==> config.mk <==
export PLATFORM = sky130hd
export DESIGN_NAME = c2csr_ram
export DESIGN_NICKNAME = d
export VERILOG_FILES = /design/src/design/coordinate_to_csr_converter_macros.svh /design/src/design/c2csr_ram.sv
export SDC_FILE = /design/constraint.sdc
export NUM_CORES = 1
export LEC_CHECK = 0
export ABC_AREA = 0
export ABC_CLOCK_PERIOD_IN_PS = 2000
export BUFFER_PORTS_ARGS = -buffer_cell sky130_fd_sc_hd__buf_2
export CORE_MARGIN = 2
export CORE_UTILIZATION = 55
export DETAILED_ROUTE_END_ITERATION = 7
export PLACE_DENSITY = 0.73
export SYNTH_ARGS = -nofsm -noshare
export SYNTH_HDL_FRONTEND = slang
export SYNTH_SLANG_ARGS = --single-unit
==> constraint.sdc <==
create_clock -name clock -period 2 [get_ports clock]
set_clock_uncertainty 0.15 [all_clocks]
set_input_delay 0 -clock clock [delete_from_list [all_inputs] [get_ports clock]]
set_output_delay 0 -clock clock [all_outputs]
set_load 0.05 [all_outputs]
==> src/design/coordinate_to_csr_converter_macros.svh <==
// assertion macros for the coordinate to csr converter
// depends on nothing; included by the files that carry assertions
`ifndef COORDINATE_TO_CSR_CONVERTER_MACROS_SVH
`define COORDINATE_TO_CSR_CONVERTER_MACROS_SVH

// same-cycle implication, disabled while in reset
`define C2CSR_ASSERT_IMPLY(label, clk, rst, ante, cons, msg) \
   label: assert property (@(posedge clk) disable iff (rst) (ante) |-> cons) \
      else $error(msg);

// next-cycle implication, disabled while in reset
`define C2CSR_ASSERT_NEXT(label, clk, rst, ante, cons, msg) \
   label: assert property (@(posedge clk) disable iff (rst) (ante) |=> cons) \
      else $error(msg);

`endif

==> src/design/c2csr_ram.sv <==
// generic simple dual-port ram, one write port and one registered read port
// depends on nothing
module c2csr_ram #(
   parameter int WIDTH = 8,
   parameter int DEPTH = 16
) (
   input  logic                     clock,
   input  logic                     wr_en,
   input  logic [$clog2(DEPTH)-1:0] wr_addr,
   input  logic [WIDTH-1:0]         wr_data,
   input  logic [$clog2(DEPTH)-1:0] rd_addr,
   output logic [WIDTH-1:0]         rd_data
);

   logic [WIDTH-1:0] mem_ff [DEPTH];
   logic [WIDTH-1:0] rd_data_ff;

   // read returns the old contents when the same entry is written
   always_ff @(posedge clock) begin
      if (wr_en) begin
         mem_ff[wr_addr] <= wr_data;
      end
      rd_data_ff <= mem_ff[rd_addr];
   end

   assign rd_data = rd_data_ff;

endmodule

# After elaboration in Yosys (flattened, before gate mapping)
# Memories as Yosys holds them, arrays and structs flattened. A register that Yosys moved wholly into a read port is not among the register bits.
# Index checks and enable logic that the tools add are counted.
# word_totals
regBits	0
ram_bits	128
in_bits	18
out_inout_bits	8
wordCells	3
n_memories	1
# op_classes
mux	2
# memory_table
name	depth	width	read_ports	rd_clocked_by_memory_dff	wr	line	source
mem_ff	16	8	1	1	1	c2csr_ram.sv:15	logic [WIDTH-1:0] mem_ff [DEPTH];
# ops
cell	count
$mux 1	2

# Logic depth before layout (Yosys ltp)
# Gate-level depths: netlist of run 1.
# logic_depth
depth_word	2
ltp_mapped	5
depth_no_buf	3

# Worst setup path after synthesis of run 1
# OpenSTA, ideal clock, no wires.
# synth_path
path_kind	input to register
start	input port wr_addr[2]
end	memory mem_ff[0][0] (enable)
setup_ps	383
arrival_time_ps	1110
t_required_ps	1467
setup_slack_ps	357
path_stages	2
n_path_buf	0
cell_sequence	or3b_2 nor3_1
# synth_lines
item	line	source
from (decl)	c2csr_ram.sv:9	input logic [$clog2(DEPTH)-1:0] wr_addr,
to (decl)	c2csr_ram.sv:15	
# No word-level cell before the write port.

# Final worst setup path of run 1
# layout_path
start	input port wr_addr[3]
end	memory mem_ff[4][6] (enable)
# No word-level cell before the write port.

==> results of run 1 <==
## worst paths after layout
| check | to | cells after the start | slack, ns |
|---|---|---|---|
| setup / recovery | mem_ff[4][6]$_DFFE_PP_ | 6 | 0.29 |
| setup reg to reg | rd_data[3]$_DFF_P_ | 3 | 0.45 |
| hold / removal | mem_ff[7][2]$_DFFE_PP_ | 4 | 0.03 |
| hold reg to reg | rd_data[0]$_DFF_P_ | 3 | 0.53 |
## layout make-up
| cell class | instances | area (um2) | area share |
|---|---|---|---|
| clock inverter | 15 | 156 | 0.0251 |
| tap | 111 | 139 | 0.0223 |
| timing repair buffer | 61 | 460 | 0.0739 |
| multi-input combinational | 83 | 1060 | 0.170 |
| sequential | 136 | 4000 | 0.643 |
| clock buffer | 17 | 414 | 0.0665 |
## sequential cells by signal (all words and copies together), names as in the netlist
signal / cells
mem_ff: 128
rd_data: 8
## stage by stage
step	cell area (um2)	setup slack [ns]	std cells
final	6230	0.288	423
after global routing	6230	0.152	423
after CTS	6250	0.0490	425
after detailed placement	5500	0.363	375
after global placement	5500	0.370	375
after floorplan	5150	0.357	229
## timing repair
| action | 4_1_cts | 5_1_grt |
|---|---|---|
| endpoints found under the hold margin | 191 | 0 |
| hold buffers | 18 | 0 |
| endpoints found under the setup margin | 0 | 1 |
| buffers inserted | 0 | 0 |
## metal layers
metal,share of wire,global-route usage
met1,0.41,0.293
met2,0.49,0.320
met3,0.088,0.0499
met4,0.010,0.0801
met5,0,0
## worst max-delay path, stage by stage
cell and delay, ns:
dlygate4sd3_1 0.52, buf_2 0.14, nand3b_1 0.22, nor3_1 0.15, dlygate4sd3_1 0.59, buf_4 0.16
## cells by family (layout without fill, tap and decap cells)
| family | Yosys count | after routing | share of synthesized area |
|---|---|---|---|
| flops | 136 | 136 | 0.778 |
| compound gates | 16 | 16 | 0.0233 |
| buf+inv | 10 | 93 | 0.0168 |
| mux | 32 | 32 | 0.150 |
| simple gates | 35 | 35 | 0.0318 |
## where the power goes
part	switching, W	internal [W]
Clock	0.00115	0.00177
Sequential	0.0000195	0.00319
Combinational	0.000233	0.000148
Total	0.00141	0.00510
## Yosys cell counts, drive strengths merged (2+ instances only)
library cell and n:
edfxtp 128, a22oi 16, nor3 4, nand2b 2, nand3b 2, dfxtp 8
buf 7, nand2 9, mux4 32, clkdlybuf4s25 3, nor2 13
==> results.md, run 1 <==
- Setup TNS Final: 0 ns
- R2R Path Start: mem_ff[1][3]$_DFFE_PP_
- Fin. max-slew vios: 0
- Commonest non-fill, non-tap cells in the layout: edfxtp_1 (128), buf_2 (25), mux4_2 (18), buf_4 (18)
- Mapped Avg Cell Area: 22.5 um2
- Max-slew headroom: 0.548
- Final period utilization: 0.856
- Total CTS buffers: 17
- Worst Path Class, Setup: primary input to flop
- Slew @ Worst Pin: 0.675 ns
- Antenna violations before repair: 0
- Via count: 2490
- Pwr dens: 1040 nW/um2
- Post-Syn Area: 5150 um2
- Routability-driven placement congestion ratio: 0.798
- Skew-Pair Late Insertion Delay: 0.51 ns
- Asr flop ratio synth: 0
- Share of the synthesized area in the top cell type: 0.747
- Initial Utilization: 0.562
- Post-route DRC: 0
- Status: finished clean
- CTS tree: built
- Pwr Total: 0.00651 W
- Most common cell after layout, fill and taps aside: edfxtp_1
- Top_reg_cell synth: edfxtp_1
- Sequential area share after synthesis: 0.778
- Ant. Diodes: 0
- CP Launch Type: primary input
- Post-synthesis register bit count: 136
- Crit path arrival time: 1.78 ns
- Synthesized instance count: 229
- Total of max-cap violations: 0
- Clock Pin Slew Worst Setup and Hold Paths: 0.06 ns
- Detailed Routing Iterations Pass 1: 4
- Clock Sinks: 136
- Largest net degree at the start of global routing: 33
- Cts repair resizes: 0
- Crit path max fanout: 5
- I/O pin total: 26
- Core Box Area: 9150 um2
- Detailed Route Iter0 Violations: 169
- Full die area: 10100 um2
- Crit. End Element: flop
- # port buffers: 25
- DIE WIDTH: 101 um
- LEAKAGE: 2.14 nW
- Final hold violations: 0
- Yosys top cell by area: edfxtp_1
- Grt ovf: 0
- Post-layout util: 0.681
- Number of fill cells: 556
- Syn Nets: 247
- Endpoints failing setup: 0
- Post-layout nets: 317
- Min-Delay Startpoint: wr_en
- Clock root cell: clkbuf_8
- Post-synth EDFFs: 128
- VDD IR max: 0.694 mV
- Worst Hold Slack: 0.0272 ns
- Final wirelength: 9680 um
- Dominant cells by area after synthesis: edfxtp_1 (75%), mux4_2 (7.9%), mux4_1 (7.1%), dfxtp_1 (3.1%), a22oi_1 (2.3%)
- Antenna-violating nets left: 0
- Area Overhead vs Synth: 21.1%
- Vias in the first global route: 2572
- First-pass GRT wire length: 14700 um
- Yosys warns: 0
- RSZ-0062 raised after global routing: no
- WL/cell: 22.9 um
- Row count: 35
- Worst Hold Class: primary input to flop
- Clock buffer depth: 2
- Max Freq: 584 MHz
- Final min period: 1.71 ns
- Via-per-instance ratio: 5.89
- Critical Path RT: 2.07 ns
- Die H: 101 um
- Setup crit start: wr_addr[3]
- Yosys cell types: 19
- Layout cell share with drive strength beyond 1: 0.301
- Total GRT Usage: 0.208
- Post-DP HPWL: 6030 um
- CTS HTree Levels: 4
Power figures use the tool's default switching activity.
==> inputs of run 2 (changes only) <==
==> constraint.sdc (replaced) <==
create_clock -name clock -period 2 [get_ports clock]
set_clock_uncertainty 0.15 [all_clocks]
set_input_delay 0.4 -clock clock [delete_from_list [all_inputs] [get_ports clock]]
set_output_delay 0.4 -clock clock [all_outputs]
set_load 0.05 [all_outputs]
==> results.md, run 2 (synthesized netlist as in run 1, its figures left out) <==
- R2R Path Start: mem_ff[0][1]$_DFFE_PP_
- WL/cell: 23.5 um (+2.6%)
- Multi-input logic area: 1060 um2 (+0.47%)
- Post-CTS Setup Bufs: 0 (unchanged)
- Final period utilization: 0.839 (-0.0176)
- CP Launch Type: flop
- Vias in the first global route: 2521 (-2.0%)
- Row count: 35 (unchanged)
- Pwr dens: 1050 nW/um2 (+0.56%)
- Fin. max-slew vios: 0 (unchanged)
- Status: finished clean
- Commonest non-fill, non-tap cells in the layout: edfxtp_1 (128), buf_2 (25), buf_4 (21), mux4_2 (18)
- Detailed Route Iter0 Violations: 198 (+17%)
- Core Box Area: 9150 um2 (unchanged)
- Clock Pin Slew Worst Setup and Hold Paths: 0.06 ns (about the same)
- Clock root cell: clkbuf_8
- Setup TNS Final: 0 ns (unchanged)
- RSZ-0062 raised after global routing: no
- Max Freq: 596 MHz (+2.1%)
- Final min period: 1.68 ns (-0.0352 ns)
- I/O pin total: 26 (unchanged)
- Crit. End Element: primary output
- Initial Utilization: 0.562 (unchanged)
- CTS tree: built
- LEAKAGE: 2.09 nW (-2.4%)
- Full die area: 10100 um2 (unchanged)
- Final worst slack: 0.323 ns (+0.0352 ns)
- Antenna violations before repair: 1 (+1)
- Worst Hold Slack: 0.130 ns (+0.102 ns)
- Setup crit start: rd_data[6]$_DFF_P_
- Final hold violations: 0 (unchanged)
- Antenna-violating nets left: 0 (unchanged)
- Final wirelength: 9670 um (about the same)
- Detailed Routing Iterations Pass 1: 4 (unchanged)
- Layout cell share with drive strength beyond 1: 0.337 (+0.0354)
- Critical Path RT: 1.45 ns (-0.62 ns)
- Sequential cell area: 4000 um2 (unchanged)
- VDD IR max: 0.738 mV (+6.3%)
- Total CTS buffers: 17 (unchanged)
- CTS HTree Levels: 4 (unchanged)
- Skew-Pair Late Insertion Delay: 0.50 ns (about the same)
- Die H: 101 um (unchanged)
- Clock buffer depth: 2 (unchanged)
- Max reg flops: 128 (unchanged)
- Worst Hold Class: primary input to flop
- Post-layout nets: 305 (-3.8%)
- Critical-path top delay cell: dfxtp_1
- Worst Path Class, Setup: flop to primary output
- Via count: 2441 (-2.0%)
- Endpoints failing setup: 0 (unchanged)
- Number of fill cells: 555 (-0.18%)
- Max incr delay on CP: 0.35 ns (-0.24 ns)
- Routability-driven placement congestion ratio: 0.820 (+2.8%)
- Post-DP HPWL: 6210 um (+3.0%)
- Clock Sinks: 136 (unchanged)
- Min-Delay Startpoint: wr_data[3]
- WP buf/inv: 1 (-3)
- Max-slew headroom: 0.731 (+0.183)
- Post-route DRC: 0 (unchanged)
- Total GRT Usage: 0.213 (+0.00519)
- Grt ovf: 0 (unchanged)
- Biggest register: mem_ff
- # port buffers: 25 (unchanged)
- Largest net degree at the start of global routing: 18 (-45%)
- Crit path max fanout: 1 (-4)
- Area Overhead vs Synth: 18.7%
- Via-per-instance ratio: 5.92 (+0.65%)
- Cts hold-fix bufs: 0 (-18)
- Cts repair resizes: 0 (unchanged)
- Worst slack, placed: 0.0446 ns (-0.318 ns)
- Most common cell after layout, fill and taps aside: edfxtp_1
- DIE WIDTH: 101 um (unchanged)
- Total of max-cap violations: 0 (unchanged)
- Cell family with most CP delay: flip-flops
- CP cell instances: buf_2
- First-pass GRT wire length: 14800 um (+0.94%)
- Crit path arrival time: 1.13 ns (-0.65 ns)
- Slew @ Worst Pin: 0.403 ns (-0.273 ns)
[run 2: cell count changes in the layout (fill, tap and decap cells not counted)]
cell           before  now
buf_12              2    3
nor3_1              4    3
clkinvlp_4          6    7
diode_2             0    1
clkinv_1            2    0
clkinv_4            5    1
inv_6               0    6
nor3_2              0    1
dlygate4sd3_1      16    0
bufinv_16           2    1
buf_4              18   21
[run 2: layout make-up]
class	count	share of cell area
Clock inverter	15	0.0236
Tap cell	111	0.0227
Multi-Input combinational cell	83	0.174
Clock buffer	17	0.0678
Timing Repair Buffer	49	0.0561
Sequential cell	136	0.655
Antenna cell	1	0.000410
[run 2: final timing paths]
check / to / slack [ns] / cells after the start
setup / recovery: rd_data[6] / 0.32 / 1
hold / removal: mem_ff[11][3]$_DFFE_PP_ / 0.13 / 1
setup reg to reg: rd_data[1]$_DFF_P_ / 0.51 / 3
hold reg to reg: rd_data[1]$_DFF_P_ / 0.52 / 3
[run 2: routing by layer]
| metal | GRT usage | wire length, um | share of wire |
|---|---|---|---|
| met5 | 0 | 0 | 0 |
| met4 | 0.102 | 101 | 0.010 |
| met3 | 0.0506 | 699 | 0.072 |
| met2 | 0.324 | 4860 | 0.50 |
| met1 | 0.295 | 4010 | 0.41 |
[run 2: report_power, final]
group / leakage [nW] / total, W / switching (W) / internal [W]
combinational: 0.611 / 0.000365 / 0.000227 / 0.000138
clock: 0.251 / 0.00285 / 0.00118 / 0.00167
sequential: 1.22 / 0.00320 / 0.0000181 / 0.00319
[run 2: through the flow]
stage / area (um2) / total power (W) / std cells / utilization
2_1_floorplan: 5150 / 0.00349 / 229 / -
3_3_place_gp: 5550 / 0.00362 / 379 / 0.606
3_5_place_dp: 5550 / 0.00363 / 379 / 0.606
4_1_cts: 6110 / 0.00648 / 411 / 0.667
5_1_grt: 6110 / 0.00662 / 412 / 0.667
6_report: 6110 / 0.00642 / 412 / 0.667
==> inputs of run 3 (changes only) <==
--- a/config.mk
+++ b/config.mk
@@ -6,12 +6,12 @@
 export NUM_CORES = 1
 export LEC_CHECK = 0
 export ABC_AREA = 0
-export ABC_CLOCK_PERIOD_IN_PS = 2000
+export ABC_CLOCK_PERIOD_IN_PS = 1500
 export BUFFER_PORTS_ARGS = -buffer_cell sky130_fd_sc_hd__buf_2
 export CORE_MARGIN = 2
-export CORE_UTILIZATION = 55
+export CORE_UTILIZATION = 54
 export DETAILED_ROUTE_END_ITERATION = 7
-export PLACE_DENSITY = 0.73
+export PLACE_DENSITY = 0.74
 export SYNTH_ARGS = -nofsm -noshare
 export SYNTH_HDL_FRONTEND = slang
 export SYNTH_SLANG_ARGS = --single-unit
==> constraint.sdc (replaced) <==
create_clock -name clock -period 1.5 [get_ports clock]
set_clock_uncertainty 0.15 [all_clocks]
set_input_delay 0.3 -clock clock [delete_from_list [all_inputs] [get_ports clock]]
set_output_delay 0.3 -clock clock [all_outputs]
set_load 0.05 [all_outputs]
==> results.md, run 3 (synthesized netlist as in run 1, its figures left out) <==
- Ant. Diodes: 0 (-1)
- Crit. End Element: flop
- Post-route DRC: 0 (unchanged)
- Skew-Pair Late Insertion Delay: 0.50 ns (about the same)
- Most common cell after layout, fill and taps aside: edfxtp_1
- WL/cell: 22.9 um (-2.4%)
- Full die area: 10300 um2 (+1.8%)
- WP buf/inv: 0 (-1)
- GR Layer Usage met2: 0.353 (+0.0286)
- Max reg flops: 128 (unchanged)
- Detailed Route Iter0 Violations: 207 (+4.5%)
- CP cell instances: mux4_2, a22oi_1, nand2_1
- Cell family with most CP delay: multiplexers
- Slew @ Worst Pin: 0.866 ns (+0.464 ns)
- Grt ovf: 0 (unchanged)
- Clock Sinks: 136 (unchanged)
- Max incr delay on CP: 0.47 ns (+0.12 ns)
- VDD IR max: 0.862 mV (+17%)
- Max-slew headroom: 0.421 (-0.310)
- Via count: 2507 (+2.7%)
- Clock buffer depth: 2 (unchanged)
- Core Box Area: 9240 um2 (+0.96%)
- Worst Hold Class: primary input to flop
- GRT met3 Usage: 0.0428 (-0.00784)
- Final period utilization: 0.979
- Row count: 35 (unchanged)
- I/O pin total: 26 (unchanged)
- Final wirelength: 9990 um (+3.3%)
- Worst Path Class, Setup: flop to flop
- Clock root cell: clkbuf_8
- Antenna-violating nets left: 0 (unchanged)
- Largest net degree at the start of global routing: 22 (+4)
- DIE WIDTH: 102 um (+0.89%)
- Commonest non-fill, non-tap cells in the layout: edfxtp_1 (128), mux4_2 (30), buf_4 (26), buf_2 (17), clkbuf_16 (16)
- Post-layout nets: 312 (+2.3%)
- Detailed Routing Iterations Pass 1: 4 (unchanged)
- Post-DP HPWL: 6320 um (+1.8%)
- RSZ-0062 raised after global routing: no
- Number of fill cells: 583 (+5.0%)
- Total GRT Usage: 0.217 (+0.00363)
- CTS HTree Levels: 4 (unchanged)
- Antenna violations before repair: 0 (-1)
- Setup TNS Final: 0 ns (unchanged)
- Endpoints failing setup: 0 (unchanged)
- M1 GR Usage: 0.290 (-0.00509)
- Area Overhead vs Synth: 22.3%
- # port buffers: 25 (unchanged)
- Fin. max-slew vios: 0 (unchanged)
- Critical-path top delay cell: mux4_2
- Clock Pin Slew Worst Setup and Hold Paths: 0.06 ns (about the same)
- Via-per-instance ratio: 5.75 (-2.9%)
- Pwr dens: 1380 nW/um2 (+32%)
- CP Launch Type: flop
- Busiest grt layer: met2
- Vias in the first global route: 2754 (+9.2%)
- Routability-driven placement congestion ratio: 0.769 (-6.2%)
- Status: finished clean
- Layout cell share with drive strength beyond 1: 0.427 (+0.0900)
- First-pass GRT wire length: 15500 um (+4.6%)
- Final hold violations: 0 (unchanged)
- Biggest register: mem_ff
- Pwr Total: 0.00870 W (+36%)
- Crit path max fanout: 1 (unchanged)
- Crit path arrival time: 1.69 ns (+0.56 ns)
- Initial Utilization: 0.557 (-0.00533)
- LEAKAGE: 2.13 nW (+2.0%)
- Die H: 102 um (+0.89%)
- Worst Hold Slack: 0.0370 ns (-0.0926 ns)
- Critical Path RT: 1.72 ns (+0.27 ns)
- Placed Area: 5680 um2 (+2.3%)
- Final min period: 1.47 ns
- Total of max-cap violations: 0 (unchanged)
- Final Instance Area: 6300 um2 (+3.1%)
- Total CTS buffers: 17 (unchanged)
- CTS tree: built
- Max Freq: 681 MHz
==> run 3: worst register-to-register path, stage by stage, from the launching register on <==
cell      delay (ns)
edfxtp_1        0.39
mux4_2          0.47
a22oi_1         0.23
nand2_1         0.10
==> run 3: metrics by stage <==
stage / utilization / instances / worst slack, ns
after detailed placement: 0.614 / 404 / -0.364
after global routing: 0.682 / 436 / 0.00241
after CTS: 0.680 / 436 / 0.000395
final: 0.682 / 436 / 0.0317
after floorplan: - / 229 / -0.0530
after global placement: 0.614 / 404 / -0.346
==> run 3: worst paths after layout <==
kind / startpoint / endpoint / cells after the start / slack (ns)
worst max-delay path: mem_ff[8][2]$_DFFE_PP_ / rd_data[2]$_DFF_P_ / 3 / 0.03
worst min-delay path: wr_data[3] / mem_ff[5][3]$_DFFE_PP_ / 1 / 0.04
worst max register to register: mem_ff[8][2]$_DFFE_PP_ / rd_data[2]$_DFF_P_ / 3 / 0.03
worst min register to register: mem_ff[6][1]$_DFFE_PP_ / rd_data[1]$_DFF_P_ / 3 / 0.53
==> run 3: layer usage <==
metal  part of all wire  vias up
li1                   -     1089
met1               0.41     1327
met2               0.53       80
met3              0.045       11
met4              0.014        0
met5                  0        -
==> run 3: layout make-up <==
cell class / instances / area (um2) / area share
Sequential cell: 136 / 4010 / 0.637
Multi-Input combinational cell: 83 / 1070 / 0.170
Timing Repair Buffer: 56 / 497 / 0.0789
Clock buffer: 22 / 453 / 0.0719
Tap cell: 129 / 161 / 0.0256
Clock inverter: 10 / 104 / 0.0165
==> run 3: report_power, final <==
part	total, W	internal, W	switching, W	leakage [nW]
clock network	0.00385	0.00243	0.00142	0.272
registers	0.00429	0.00425	0.0000327	1.22
logic	0.000564	0.000237	0.000328	0.630
total	0.00870	0.00692	0.00178	2.13
==> run 3: repair_timing <==
| action | in CTS | in global routing |
|---|---|---|
| hold buffers | 0 | 0 |
| resized for setup | 18 | 5 |
| buffers inserted | 0 | 0 |
| pin swaps | 0 | 1 |
| setup endpoints to repair | 10 | 5 |
